--- src/hw/rtl/lgts_ram.sv ---
module lgts_ram #(
  parameter int WIDTH = 16,
  parameter int DEPTH = 64
) (
  input  logic                     clk_i,
  input  logic                     we_i,
  input  logic [$clog2(DEPTH)-1:0] waddr_i,
  input  logic [WIDTH-1:0]         wdata_i,
  input  logic [$clog2(DEPTH)-1:0] raddr_i,
  output logic [WIDTH-1:0]         rdata_o
);

  logic [WIDTH-1:0] mem_q [DEPTH];

  // One write port and one registered read port.
  always_ff @(posedge clk_i) begin
    if (we_i) begin
      mem_q[waddr_i] <= wdata_i;
    end
    rdata_o <= mem_q[raddr_i];
  end

endmodule

--- config.mk ---
export PLATFORM = sky130hd
export DESIGN_NAME = lgts_ram
export DESIGN_NICKNAME = d
export VERILOG_FILES = /design/src/hw/rtl/lgts_ram.sv
export SDC_FILE = /design/constraint.sdc
export NUM_CORES = 1
export LEC_CHECK = 0
export ABC_AREA = 1
export BUFFER_PORTS_ARGS = -buffer_cell sky130_fd_sc_hd__buf_2
export CORE_ASPECT_RATIO = 0.5
export CORE_UTILIZATION = 31
export DETAILED_ROUTE_END_ITERATION = 7
export GPL_TIMING_DRIVEN = 0
export HOLD_SLACK_MARGIN = 0.08
export SLEW_MARGIN = 15
export SYNTH_ARGS = -nofsm -noshare
export SYNTH_HDL_FRONTEND = slang
export SYNTH_SLANG_ARGS = --single-unit
--- constraint.sdc ---
create_clock -name clk_i -period 3.9 [get_ports clk_i]
set_clock_uncertainty 0.15 [all_clocks]
set_input_delay 0.78 -clock clk_i [delete_from_list [all_inputs] [get_ports clk_i]]
set_output_delay 0.78 -clock clk_i [all_outputs]
set_load 0.01 [all_outputs]
==> results.md <==
* Ports at 46
* Placement-stage cell area at 0.04589 sq mm
* Dpl hpwl at ~95000 microns
* Post-route cell area at 0.04907 sq mm
* Hold Path Class: in2reg
* Num CTS Buffers at slightly above 100
* XOR/XNOR Fraction of Synth Area at 0
* Mapped Nets at 3547
* PostCTS Resize Cnt at 0
* Post-synth top area share at 0.7304
* Drt pass-1 iters at 8
* Max Freq at around 330 MHz
* Sink Count at between 1000 and 1500
* Final Max Tran Viols at 0
* Most frequent cells in the layout: nand2_1 (1296), edfxtp_1 (1024), nand3_1 (871)
* Leak at ~18 nW
* Routed wire length at about 140000 microns
* Largest family of logic cells by synthesized area: simple AND/OR/NAND/NOR gates
* Ranking of synthesized cells by area: edfxtp_1 (73%), nand2_1 (12%), nand3_1 (10%)
* Seq/Total Area, Yosys at 0.7380
* CTS tree: done
* Vias in the first global route at 26820
* MaxCap Viol Count at 0
* Run status: finished, final reports clean
* CP Class: in2reg
* Clk_lat worst skew at between 0.6 and 0.7 ns
* Hold_buf cts at 0
* Number of I/O port buffers at 37
* Die Wd at around 520 microns
* Mux share of post-synthesis cell area at 0
* Post-Synth Simple-Gate Area at 0.2266
* Vias per cell at ~5.2
* Cell Area, Synth at between 0.04 and 0.05 sq mm
* Syn Inst Count at 3517
* Critical path's largest stage delay at roughly 0.85 ns
* GRT Overall Usage at 0.1979
* GRT Residual Overflow at 0
* Number of setup violations in the final report at 0
* Post-synth top area cell: edfxtp_1
* Die ar. at between 0.1 and 0.15 sq mm
* Worst hold slack at ~0.27 ns
* RSZ-0062 raised after global routing: false
* Routability Congestion at ~0.97
* Worst path required time at 4.11 ns
* Largest net degree at the start of global routing at 65
* Deepest clock path buffer count at 3
* Post-synth cell types at 16
* Worst vdd ir at 0.3293 mV
* Area Growth Syn to Fin at 16.55%
* Layout cells sized above 1 at 0.1327
* Initial antenna violation count at 8
* Flops & latches, synth at 1040
* Fin crit period at 3.027 ns
* Slew headroom at 0.3176
* Syn. warnings at 0
* FF/Latch Area at between 0.03 and 0.04 sq mm
* Area of the multi-input gates at between 0.009 and 0.01 sq mm
* Final cycle utilization of the critical path at 0.7762
* Slew of the pin with the lowest slew margin at 1.024 ns
* Syn Area/Cell at ~12 sq um
* Postcts setup bufs at 0
* CTS clk-pin slew, worst paths at 0.06 ns
* CP Cell Sequence: clkbuf_1 -> inv_1 -> nand4_1 -> nor2_2 -> buf_8
* Startpoint Class: input port
* CORE AREA at ~0.13 sq mm
* Drc violations at 0
* Fin nets at 3768
* H-Tree Depth at 3
* Most common cell after layout, fill and taps aside: nand2_1
* Layout Utilization at 0.3647
* Cell count of the worst reg-to-reg path at 8
* Vias at 29140
* CTS root buf: clkbuf_16
* Pwr dens at a little under 500 mW/mm^2
* DRT iter0 DRCs at around 4000
* CP max-delay cell: nor2_2
* Adder-cell share of the synthesized area at 0
* WL/cell at 24.67 microns
* Post-route ant nets at 0
* Filler Cell Count at 12850
* Crit. End Element: register
* Post-synthesis compound-gate area fraction at 0
* Initial core utilization at 0.3129
* Endpoints failing hold at 0
* First-pass GRT wire length at about 190000 microns
* Die Y at 262.6 microns
* FP Rows at 95
* CP Max Fanout at 10
* Hold depth at 1
* Crit path DAT at 3.24 ns
-- critical path: cells and delay by family --
| family | cells | cell delay (ns) |
|---|---|---|
| AND/OR/NAND/NOR | 2 | 1.65 |
| buffers and inverters | 3 | 0.78 |
-- sequential cells by signal, indices dropped and copies added, names as in the netlist --
register / count
mem_q: 1024
rdata_o: 16
-- path summary, 6_finish.rpt --
path | from | end | slack (ns)
worst max register to register | mem_q[2][1] | rdata_o[1] | 2.07
worst max-delay path | waddr_i[2] | mem_q[2][1] | 0.87
worst min-delay path | wdata_i[0] | mem_q[47][0] | 0.27
worst min register to register | mem_q[36][11] | rdata_o[11] | 0.74
-- stage by stage --
stage          std cells  setup WS [ns]  power, W  setup TNS [ns]
6_report            5620         0.8727   0.02368               0
5_1_grt             5618         0.8975   0.02422               0
4_1_cts             5614         0.9783   0.02371               0
3_5_place_dp        5429         0.2558   0.01437               0
3_3_place_gp        5348         -2.114   0.01430         -237.59
2_1_floorplan       3517         0.4159   0.01347               0
-- layer usage --
metal,up-vias,share of wire,track usage
met5,-,0,0
met4,0,0.033,0.06681
met3,244,0.11,0.04082
met1,14380,0.41,0.2802
li1,12870,-,-
met2,1649,0.44,0.3012
-- logic make-up after synthesis --
family / count (synthesis)
and+or+nand+nor: 2240
buffers and inverters: 237
DFF: 1040
-- Yosys cell counts --
| cell type | count |
|---|---|
| nand2_1 | 1296 |
| buf_4 | 19 |
| buf_2 | 113 |
| nand3_1 | 871 |
| edfxtp_1 | 1024 |
| inv_8 | 1 |
| buf_1 | 17 |
| buf_6 | 49 |
| nand4_1 | 9 |
| buf_8 | 1 |
| clkbuf_1 | 26 |
| nor4_1 | 8 |
| inv_1 | 9 |
| dfxtp_1 | 16 |
| nor2_1 | 56 |
| inv_2 | 2 |
-- power by group --
group	internal [W]	leakage [nW]	switching, W	total [W]
sequential	0.0124	9.35	0.0000222	0.0124
combinational	0.000441	6.66	0.00136	0.00180
clock	0.00538	1.55	0.00411	0.00950
total	0.0182	17.6	0.00549	0.0237
-- cell type report --
cell class | count | area share
flip-flops and latches | 1040 | 0.6332
multi-input cells | 2240 | 0.1994
clock buffers | 133 | 0.05584
well taps | 1794 | 0.04575
plain buffers | 225 | 0.02927
repair buffers | 118 | 0.02644
clock inverters | 52 | 0.008670
inverters | 12 | 0.001071
diodes | 6 | 0.0003060
(Power assumes the default switching activity.)
