## src/hw/rtl/lgts_pkg.sv

```systemverilog
package lgts_pkg;

  // Sizing of the count tables.
  localparam int TOPICS     = 64;
  localparam int DOCS       = 1024;
  localparam int VOCAB      = 4096;
  localparam int COUNT_BITS = 16;
  localparam int TOTAL_BITS = 24;

  // Port field widths.
  localparam int DOC_FIELD_W  = 10;
  localparam int WORD_FIELD_W = 12;
  localparam int TOPIC_FIELD_W = 6;
  localparam int DRAW_W       = 17;
  localparam int PRIOR_W      = 24;
  localparam int VOCAB_REG_W  = 13;
  localparam int NUMT_W       = 7;
  localparam int CFG_IDX_W    = 2;
  localparam int CFG_DATA_W   = 24;

  // Derived address widths.
  localparam int TOPIC_W = $clog2(TOPICS);
  localparam int K_W     = $clog2(TOPICS + 1);
  localparam int KN_W    = (K_W > NUMT_W) ? K_W : NUMT_W;
  localparam int DOC_W   = $clog2(DOCS);
  localparam int WORD_W  = $clog2(VOCAB);
  localparam int DT_AW   = DOC_W + TOPIC_W;
  localparam int WT_AW   = WORD_W + TOPIC_W;
  localparam int DT_DEPTH = DOCS * TOPICS;
  localparam int WT_DEPTH = VOCAB * TOPICS;
  localparam int CLR_DEPTH = (DT_DEPTH > WT_DEPTH) ? DT_DEPTH : WT_DEPTH;
  localparam int CLR_W    = $clog2(CLR_DEPTH);

  // Fixed-point datapath widths.
  localparam int FRAC   = 16;
  localparam int FA_W   = COUNT_BITS + FRAC + 1;
  localparam int FB_LO  = (FA_W + 1) / 2;
  localparam int FB_HI  = FA_W - FB_LO;
  localparam int PROD_W = 2 * FA_W;
  localparam int VB_W   = VOCAB_REG_W + PRIOR_W;
  localparam int DEN_W  = TOTAL_BITS + FRAC + 1;
  localparam int REM_W  = DEN_W + 1;
  localparam int WGT_W  = 32;
  localparam int HI_W   = PROD_W - WGT_W;
  localparam int CMP_W  = (HI_W > REM_W) ? HI_W : REM_W;
  localparam int DIV_STEP    = 4;
  localparam int DIV_CYCLES  = WGT_W / DIV_STEP;
  localparam int DIVCNT_W    = $clog2(DIV_CYCLES);
  localparam int SUM_W  = WGT_W + TOPIC_W;
  localparam int SCALE_W = 17;
  localparam int WC_W   = WGT_W + SCALE_W;
  localparam int THR_W  = DRAW_W + SUM_W;
  localparam logic [SCALE_W-1:0] DRAW_SCALE = SCALE_W'(100000);

  // Register reset values.
  localparam logic [PRIOR_W-1:0]     ALPHA_RST = PRIOR_W'(6554);
  localparam logic [PRIOR_W-1:0]     BETA_RST  = PRIOR_W'(655);
  localparam logic [VOCAB_REG_W-1:0] VOCAB_RST = VOCAB_REG_W'(4096);
  localparam logic [NUMT_W-1:0]      NUMT_RST  = NUMT_W'(64);

  typedef enum logic [CFG_IDX_W-1:0] {
    CFG_ALPHA = 2'd0,
    CFG_BETA  = 2'd1,
    CFG_VOCAB = 2'd2,
    CFG_NUMT  = 2'd3
  } cfg_idx_e;

  typedef enum logic {
    OP_ADD      = 1'b0,
    OP_RESAMPLE = 1'b1
  } op_e;

  typedef enum logic [4:0] {
    ST_CLEAR, ST_IDLE, ST_RDT, ST_CHK,
    ST_WRD, ST_WLD, ST_WMA, ST_WMB, ST_WDS, ST_WDW,
    ST_THR, ST_PRD, ST_PMUL, ST_PACC,
    ST_URD, ST_UWR, ST_EMIT
  } state_e;

  function automatic logic [COUNT_BITS-1:0] cnt_inc(input logic [COUNT_BITS-1:0] v);
    cnt_inc = (&v) ? v : v + COUNT_BITS'(1);
  endfunction

  function automatic logic [TOTAL_BITS-1:0] tot_inc(input logic [TOTAL_BITS-1:0] v);
    tot_inc = (&v) ? v : v + TOTAL_BITS'(1);
  endfunction

endpackage

```

## src/hw/rtl/lgts_div.sv

```systemverilog
module lgts_div (
  input  logic                              clk_i,
  input  logic                              rst_ni,
  input  logic                              start_i,
  input  logic [lgts_pkg::PROD_W-1:0]       num_i,
  input  logic [lgts_pkg::DEN_W-1:0]        den_i,
  output logic                              done_o,
  output logic [lgts_pkg::WGT_W-1:0]        quo_o
);

  localparam int REM_W = lgts_pkg::REM_W;
  localparam int WGT_W = lgts_pkg::WGT_W;

  logic                             busy_q;
  logic                             done_q;
  logic [lgts_pkg::DIVCNT_W-1:0]    cnt_q;
  logic [lgts_pkg::DEN_W-1:0]       den_q;
  logic [REM_W-1:0]                 rem_q, rem_d;
  logic [WGT_W-1:0]                 low_q, low_d;
  logic [WGT_W-1:0]                 quo_q, quo_d;
  logic [lgts_pkg::CMP_W-1:0]       hi_ext, den_ext;
  logic                             saturate;

  // A quotient of 2^32 or more shows in the high part of the numerator alone.
  assign hi_ext   = lgts_pkg::CMP_W'(num_i[lgts_pkg::PROD_W-1:WGT_W]);
  assign den_ext  = lgts_pkg::CMP_W'(den_i);
  assign saturate = (hi_ext >= den_ext);

  // Four restoring division steps per cycle.
  always_comb begin
    rem_d = rem_q;
    low_d = low_q;
    quo_d = quo_q;
    for (int j = 0; j < lgts_pkg::DIV_STEP; j++) begin
      rem_d = {rem_d[REM_W-2:0], low_d[WGT_W-1]};
      low_d = {low_d[WGT_W-2:0], 1'b0};
      quo_d = {quo_d[WGT_W-2:0], 1'b0};
      if (rem_d >= REM_W'(den_q)) begin
        rem_d    = rem_d - REM_W'(den_q);
        quo_d[0] = 1'b1;
      end
    end
  end

  // Sequencing of the division.
  always_ff @(posedge clk_i or negedge rst_ni) begin
    if (!rst_ni) begin
      busy_q <= 1'b0;
      done_q <= 1'b0;
      cnt_q  <= '0;
    end else begin
      done_q <= 1'b0;
      if (start_i) begin
        cnt_q <= '0;
        if (den_i == '0 || saturate) begin
          busy_q <= 1'b0;
          done_q <= 1'b1;
        end else begin
          busy_q <= 1'b1;
        end
      end else if (busy_q) begin
        cnt_q <= cnt_q + lgts_pkg::DIVCNT_W'(1);
        if (cnt_q == lgts_pkg::DIVCNT_W'(lgts_pkg::DIV_CYCLES - 1)) begin
          busy_q <= 1'b0;
          done_q <= 1'b1;
        end
      end
    end
  end

  // Operand and partial remainder registers.
  always_ff @(posedge clk_i) begin
    if (start_i) begin
      den_q <= den_i;
      rem_q <= REM_W'(num_i[lgts_pkg::PROD_W-1:WGT_W]);
      low_q <= num_i[WGT_W-1:0];
      if (den_i == '0) begin
        quo_q <= '0;
      end else if (saturate) begin
        quo_q <= '1;
      end else begin
        quo_q <= '0;
      end
    end else if (busy_q) begin
      rem_q <= rem_d;
      low_q <= low_d;
      quo_q <= quo_d;
    end
  end

  assign done_o = done_q;
  assign quo_o  = quo_q;

endmodule

```

## config.mk

```make
export PLATFORM = sky130hd
export DESIGN_NAME = lgts_div
export DESIGN_NICKNAME = d
export VERILOG_FILES = /design/src/hw/rtl/lgts_pkg.sv /design/src/hw/rtl/lgts_div.sv
export SDC_FILE = /design/constraint.sdc
export NUM_CORES = 1
export LEC_CHECK = 0
export BUFFER_PORTS_ARGS = -buffer_cell sky130_fd_sc_hd__buf_2
export CAP_MARGIN = 20
export CORE_MARGIN = 3
export CORE_UTILIZATION = 63
export DETAILED_ROUTE_END_ITERATION = 12
export PLACE_DENSITY = 0.85
export SYNTH_ARGS = -nofsm -noshare
export SYNTH_HDL_FRONTEND = slang
export SYNTH_SLANG_ARGS = --single-unit
```

## constraint.sdc

```tcl
create_clock -name clk_i -period 14 [get_ports clk_i]
set_input_delay 0.7 -clock clk_i [delete_from_list [all_inputs] [get_ports clk_i]]
set_output_delay 0.7 -clock clk_i [all_outputs]
set_load 0.05 [all_outputs]
```

==> results of run 1 <==
==> cell type report <==
cell class / count / share of cell area
well taps: 372 / 0.0243
clock buffers: 17 / 0.0222
clock inverters: 15 / 0.00926
repair buffers: 163 / 0.0475
flip-flops and latches: 151 / 0.231
inverters: 169 / 0.0331
multi-input cells: 1682 / 0.632
==> per-layer routing <==
metal | track usage | wire length, µm
met4 | 0.137 | 2340
met3 | 0.0764 | 7500
met1 | 0.554 | 24900
met2 | 0.616 | 27000
met5 | 0 | 0
==> state kept, by name, indices dropped and copies added (netlist names) <==
register  count
busy_q        1
den_q        41
done_o        1
cnt_q         3
rem_q        41
quo_o        32
low_q        32
==> metrics by stage <==
stage,util,cell area (µm²),cells,hold WS (ns)
2_1_floorplan,-,17500,2080,0.404
3_3_place_gp,0.684,18500,2536,0.509
3_5_place_dp,0.684,18500,2536,0.523
4_1_cts,0.707,19200,2568,0.0510
5_1_grt,0.708,19200,2569,0.0453
6_report,0.708,19200,2569,0.0504
==> cells in the final DEF, fill, tap and decap left out, drive strengths merged, types with 10 or more instances in the layout <==
cell    synthesis  layout
ha            200     200
inv           168     176
a21oi         170     170
buf            19     163
nand2         158     158
o21ai         148     148
edfxtp        139     139
nor2          135     135
xnor2          90      90
a21o           86      86
mux2           82      82
nand3          73      73
xor2           50      50
nand4          39      39
nor3           29      29
and3           26      26
o311ai         26      26
a211oi         22      22
o21bai         22      22
mux2i          21      21
o21a           20      20
o211ai         20      20
nor2b          19      19
and2           19      19
a31oi          17      17
clkbuf         59      17
nand2b         17      17
nor4           14      14
a31o           14      14
o31ai          14      14
or3            11      11
a221oi         11      11
a211o          10      10
==> how the worst max path moves through the flow <==
stage | startpoint | endpoint | slack, ns | cells after the start
after floorplan | den_q[12] | rem_q[10] | 2.57 | 53
after global placement | den_q[11] | rem_q[33] | 1.27 | 44
after detailed placement | den_q[11] | rem_q[31] | 1.04 | 44
after CTS | den_q[11] | rem_q[33] | 0.87 | 45
after global routing | den_q[13] | rem_q[33] | 0.009 | 46
final | den_q[12] | rem_q[23] | 0.79 | 47
==> worst max-delay path: cells and delay by family (launching register included) <==
family	cells	cell delay, ns
buffers and inverters	6	1.61
DFF	1	0.37
and+or+nand+nor	10	2.80
AOI/OAI and AO/OA	25	6.22
adders and majority gates	4	1.24
muxes	2	0.60
==> timing repair <==
action / CTS / global route
resized for setup: 0 / 3
setup endpoints to repair: 0 / 28
endpoints found under the hold margin: 0 / 0
==> cells by family after synthesis <==
logic type | synth area share
adders and majority gates | 0.148
muxes | 0.0648
buffers and inverters | 0.0548
xor gates and xnor gates | 0.0700
and+or+nand+nor | 0.158
AOI/OAI and AO/OA | 0.251
DFF | 0.254
==> impl_metrics.env, run 1 <==
export IMPL_globalRouteOverflowTotal=0
export IMPL_area_growth_pct=9.59
export IMPL_relSlewSlack=0.355
export IMPL_viasPerCell=6.86
export IMPL_fillCellCount=2128
export IMPL_r2r_end="rem_q[23]"
export IMPL_dpl_worst_slack_ns=1.04
export IMPL_setup_viol=0
export IMPL_layout_nets=2498
export IMPL_finalSetupTns_ns=0
export IMPL_synth_top_area_share=0.238
export IMPL_seq_area_um2=4440
export IMPL_yosys_warnings=0
export IMPL_fmax_ghz=0.0757
export IMPL_cts_buffer_depth=2
export IMPL_rr_worst_depth=47
export IMPL_synth_area_leader_cell="edfxtp_1"
export IMPL_start_util=0.646
export IMPL_die_area_um2=29800
export IMPL_dp_hpwl_um=48500
export IMPL_path_class="reg -> reg"
export IMPL_yosys_cell_count_top_type="ha_1"
export IMPL_skew_ns=0.0195
export IMPL_fp_coreArea_um2=27100
export IMPL_grt_max_degree=95
export IMPL_arrival_ns=13.35
export IMPL_drtIter0Drc=2217
export IMPL_dieWidth_um=173
export IMPL_ys_types=84
export IMPL_timing_rr_start="den_q[12]"
export IMPL_end_kind="register"
export IMPL_drt_pass1_iter_count=6
export IMPL_fp_dieH_um=173
export IMPL_wl_um=61700
export IMPL_cts_made_buffers=17
export IMPL_postRouteAntennaNets=0
export IMPL_antenna_found_initial=0
export IMPL_yosys_most_used_dff="edfxtp_1"
export IMPL_finalCritPeriodShare=0.943
export IMPL_wl_per_cell_um=24.0
export IMPL_cp_common_cell="ha_1"
export IMPL_htreeDepth=4
export IMPL_slew_violations=0
export IMPL_clk_latency_ns=0.45
export IMPL_fin_ws_ns=0.794
export IMPL_period_needed_ns=13.21
export IMPL_drv_cap=0
export IMPL_rsz0062_at_grt="false"
export IMPL_worstMarginPinSlew_ns=0.968
export IMPL_hold_path_class="in -> async"
export IMPL_status="complete, no violations"
export IMPL_slowest_delay_ns=0.56
export IMPL_finalHoldViolations=0
export IMPL_multiInputGateArea_um2=12100
export IMPL_fp_row_count=60
export IMPL_critPathRequiredTime_ns=14.15
export IMPL_drive_gt1_frac=0.146
export IMPL_cts_root_buf="clkbuf_16"
export IMPL_r2r_setup_slack_ns=0.79
export IMPL_ys_top_cells_by_count="ha_1 (200), a21oi_1 (170), inv_1 (167)"
export IMPL_drcViolationCount=0
export IMPL_port_buffers=142
export IMPL_grt_pass1_vias=16700
export IMPL_cts_clk_slew_worst_paths_ns=0.09
export IMPL_synth_edf_count=139
export IMPL_netlist_instances=2080
export IMPL_synth_avg_cell_area_um2=8.42
export IMPL_synth_seq_cells=151
export IMPL_synthArstFlopShare=0.0331
export IMPL_cts_setup_buffers=0
export IMPL_tritoncts="done"
export IMPL_synthesis_area_um2=17500
export IMPL_io_pins=143
export IMPL_grt_use_total=0.396
export IMPL_yosysSeqAreaShare=0.254
export IMPL_start_kind="register"
export IMPL_diodes=0
export IMPL_worstPathMaxFanout=31
export IMPL_synth_area_leaders="edfxtp_1 (24%), ha_1 (14%), mux2_2 (5.3%)"
export IMPL_cp_slowest_cell="or4_1"
export IMPL_vias=17600
export IMPL_gp_congestion=1.03
export IMPL_hold_buffers=0
export IMPL_grt_pass1_wl_um=93600
export IMPL_cts_sinks=151
export IMPL_synth_nets=2394
Power of run 1 is left out: the tool's default activity adds up to more than one toggle a clock period on the data nets, which glitch-free logic cannot reach.
==> run 2: changes to the inputs <==
--- a/config.mk
+++ b/config.mk
@@ -10,6 +10,7 @@
 export CORE_MARGIN = 3
 export CORE_UTILIZATION = 63
 export DETAILED_ROUTE_END_ITERATION = 12
+export GPL_TIMING_DRIVEN = 0
 export PLACE_DENSITY = 0.85
 export SYNTH_ARGS = -nofsm -noshare
 export SYNTH_HDL_FRONTEND = slang
==> impl_metrics.env, run 2 (synthesized netlist as in run 1, its figures left out) <==
export IMPL_crit_end="rem_q[14]"
export IMPL_critPathLaunch="den_q[1]"
export IMPL_vias=18000
export IMPL_gp_congestion=1.07
export IMPL_drv_cap=0
export IMPL_fp_coreArea_um2=27100
export IMPL_wl_per_cell_um=23.6
export IMPL_final_common_cell="ha_1"
export IMPL_fmax_ghz=0.0730
export IMPL_io_pins=143
export IMPL_cts_clk_slew_worst_paths_ns=0.07
export IMPL_status="complete, no violations"
export IMPL_fp_row_count=60
export IMPL_fp_dieH_um=173
export IMPL_grt_max_degree=66
export IMPL_slew_violations=0
export IMPL_cp_common_cell="buf_4"
export IMPL_clk_latency_ns=0.44
export IMPL_top_regs="den_q: 41 flops, rem_q: 41 flops"
export IMPL_dp_hpwl_um=50400
export IMPL_crit_cells=51
export IMPL_period_needed_ns=13.69
export IMPL_r2r_setup_slack_ns=0.31
export IMPL_port_buffers=142
export IMPL_dpl_worst_slack_ns=-2.00
export IMPL_setup_viol=0
export IMPL_globalRouteOverflowTotal=0
export IMPL_cp_num_buf_inv=12
export IMPL_tritoncts="done"
export IMPL_r2r_end="rem_q[14]"
export IMPL_rr_worst_depth=51
export IMPL_worstMarginPinSlew_ns=0.836
export IMPL_seq_area_um2=4440
export IMPL_timing_rr_start="den_q[1]"
export IMPL_rsz0062_at_grt="false"
export IMPL_die_area_um2=29800
export IMPL_start_kind="register"
export IMPL_skew_ns=0.0133
export IMPL_area_growth_pct=12.3
export IMPL_grt_use_total=0.401
export IMPL_relSlewSlack=0.443
export IMPL_cp_slowest_cell="or4_4"
export IMPL_arrival_ns=13.80
export IMPL_finalCritPeriodShare=0.978
export IMPL_drcViolationCount=0
export IMPL_layout_nets=2571
export IMPL_viasPerCell=6.81
export IMPL_finalHoldViolations=0
export IMPL_critPathRequiredTime_ns=14.11
export IMPL_dieWidth_um=173
export IMPL_hold_path_class="in -> async"
export IMPL_cts_made_buffers=17
export IMPL_drt_pass1_iter_count=7
export IMPL_cts_sinks=151
export IMPL_start_util=0.646
export IMPL_finalSetupTns_ns=0
export IMPL_cts_root_buf="clkbuf_16"
export IMPL_critical_path_top_delay_family="compound AO/OA/AOI/OAI gates"
export IMPL_grt_pass1_wl_um=94400
export IMPL_cts_buffer_depth=2
export IMPL_multiInputGateArea_um2=12300
export IMPL_path_class="reg -> reg"
export IMPL_grt_pass1_vias=17100
export IMPL_postRouteAntennaNets=0
export IMPL_drtIter0Drc=2657
export IMPL_end_kind="register"
export IMPL_drive_gt1_frac=0.164
export IMPL_antenna_found_initial=1
export IMPL_worstPathMaxFanout=11
export IMPL_hold_buffers=0
export IMPL_slowest_delay_ns=0.54
export IMPL_fin_ws_ns=0.306
export IMPL_layout_common_cells="ha_1 (197), a21oi_1 (168), inv_1 (161), nand2_1 (156), buf_2 (150)"
export IMPL_wl_um=62500
export IMPL_htreeDepth=4
export IMPL_fillCellCount=2085
[run 2: final cells by class]
cell class	instances	area share
Tap cell	372	0.0237
Sequential cell	151	0.226
Antenna cell	1	0.000127
Timing Repair Buffer	163	0.0458
Multi-Input combinational cell	1682	0.624
Clock inverter	15	0.00815
Buffer	73	0.0176
Inverter	169	0.0328
Clock buffer	17	0.0216
[run 2: per-stage QoR]
stage,std cells,hold WS [ns],area (µm²),util
6_report,2643,0.0635,19700,0.725
5_1_grt,2642,0.0620,19700,0.725
4_1_cts,2632,0.0611,19400,0.715
3_5_place_dp,2595,0.518,18700,0.690
3_3_place_gp,2594,0.509,18700,0.689
2_1_floorplan,2080,0.404,17500,-
[run 2: per-layer routing]
| metal | global-route usage | part of all wire | vias to the layer above |
|---|---|---|---|
| met3 | 0.0881 | 0.13 | 224 |
| met5 | 0 | 0 | - |
| met1 | 0.536 | 0.38 | 8378 |
| met4 | 0.191 | 0.053 | 0 |
| met2 | 0.620 | 0.43 | 1262 |
| li1 | - | - | 8144 |
[run 2: worst min-delay path by stage]
stage / depth (start not counted) / slack [ns] / to / start
after floorplan: 0 / 0.40 / busy_q / rst_ni
after global placement: 1 / 0.51 / done_o / rst_ni
after detailed placement: 1 / 0.52 / done_o / rst_ni
after CTS: 1 / 0.06 / done_o / rst_ni
after global routing: 1 / 0.06 / done_o / rst_ni
final: 1 / 0.06 / cnt_q[1] / rst_ni
[run 2: repair_timing]
item,CTS,global route
pin swaps,3,5
resized for setup,27,54
endpoints found under the setup margin,42,42
cloned,0,0
setup buffers,5,14
Power of run 2 is left out for the same reason.
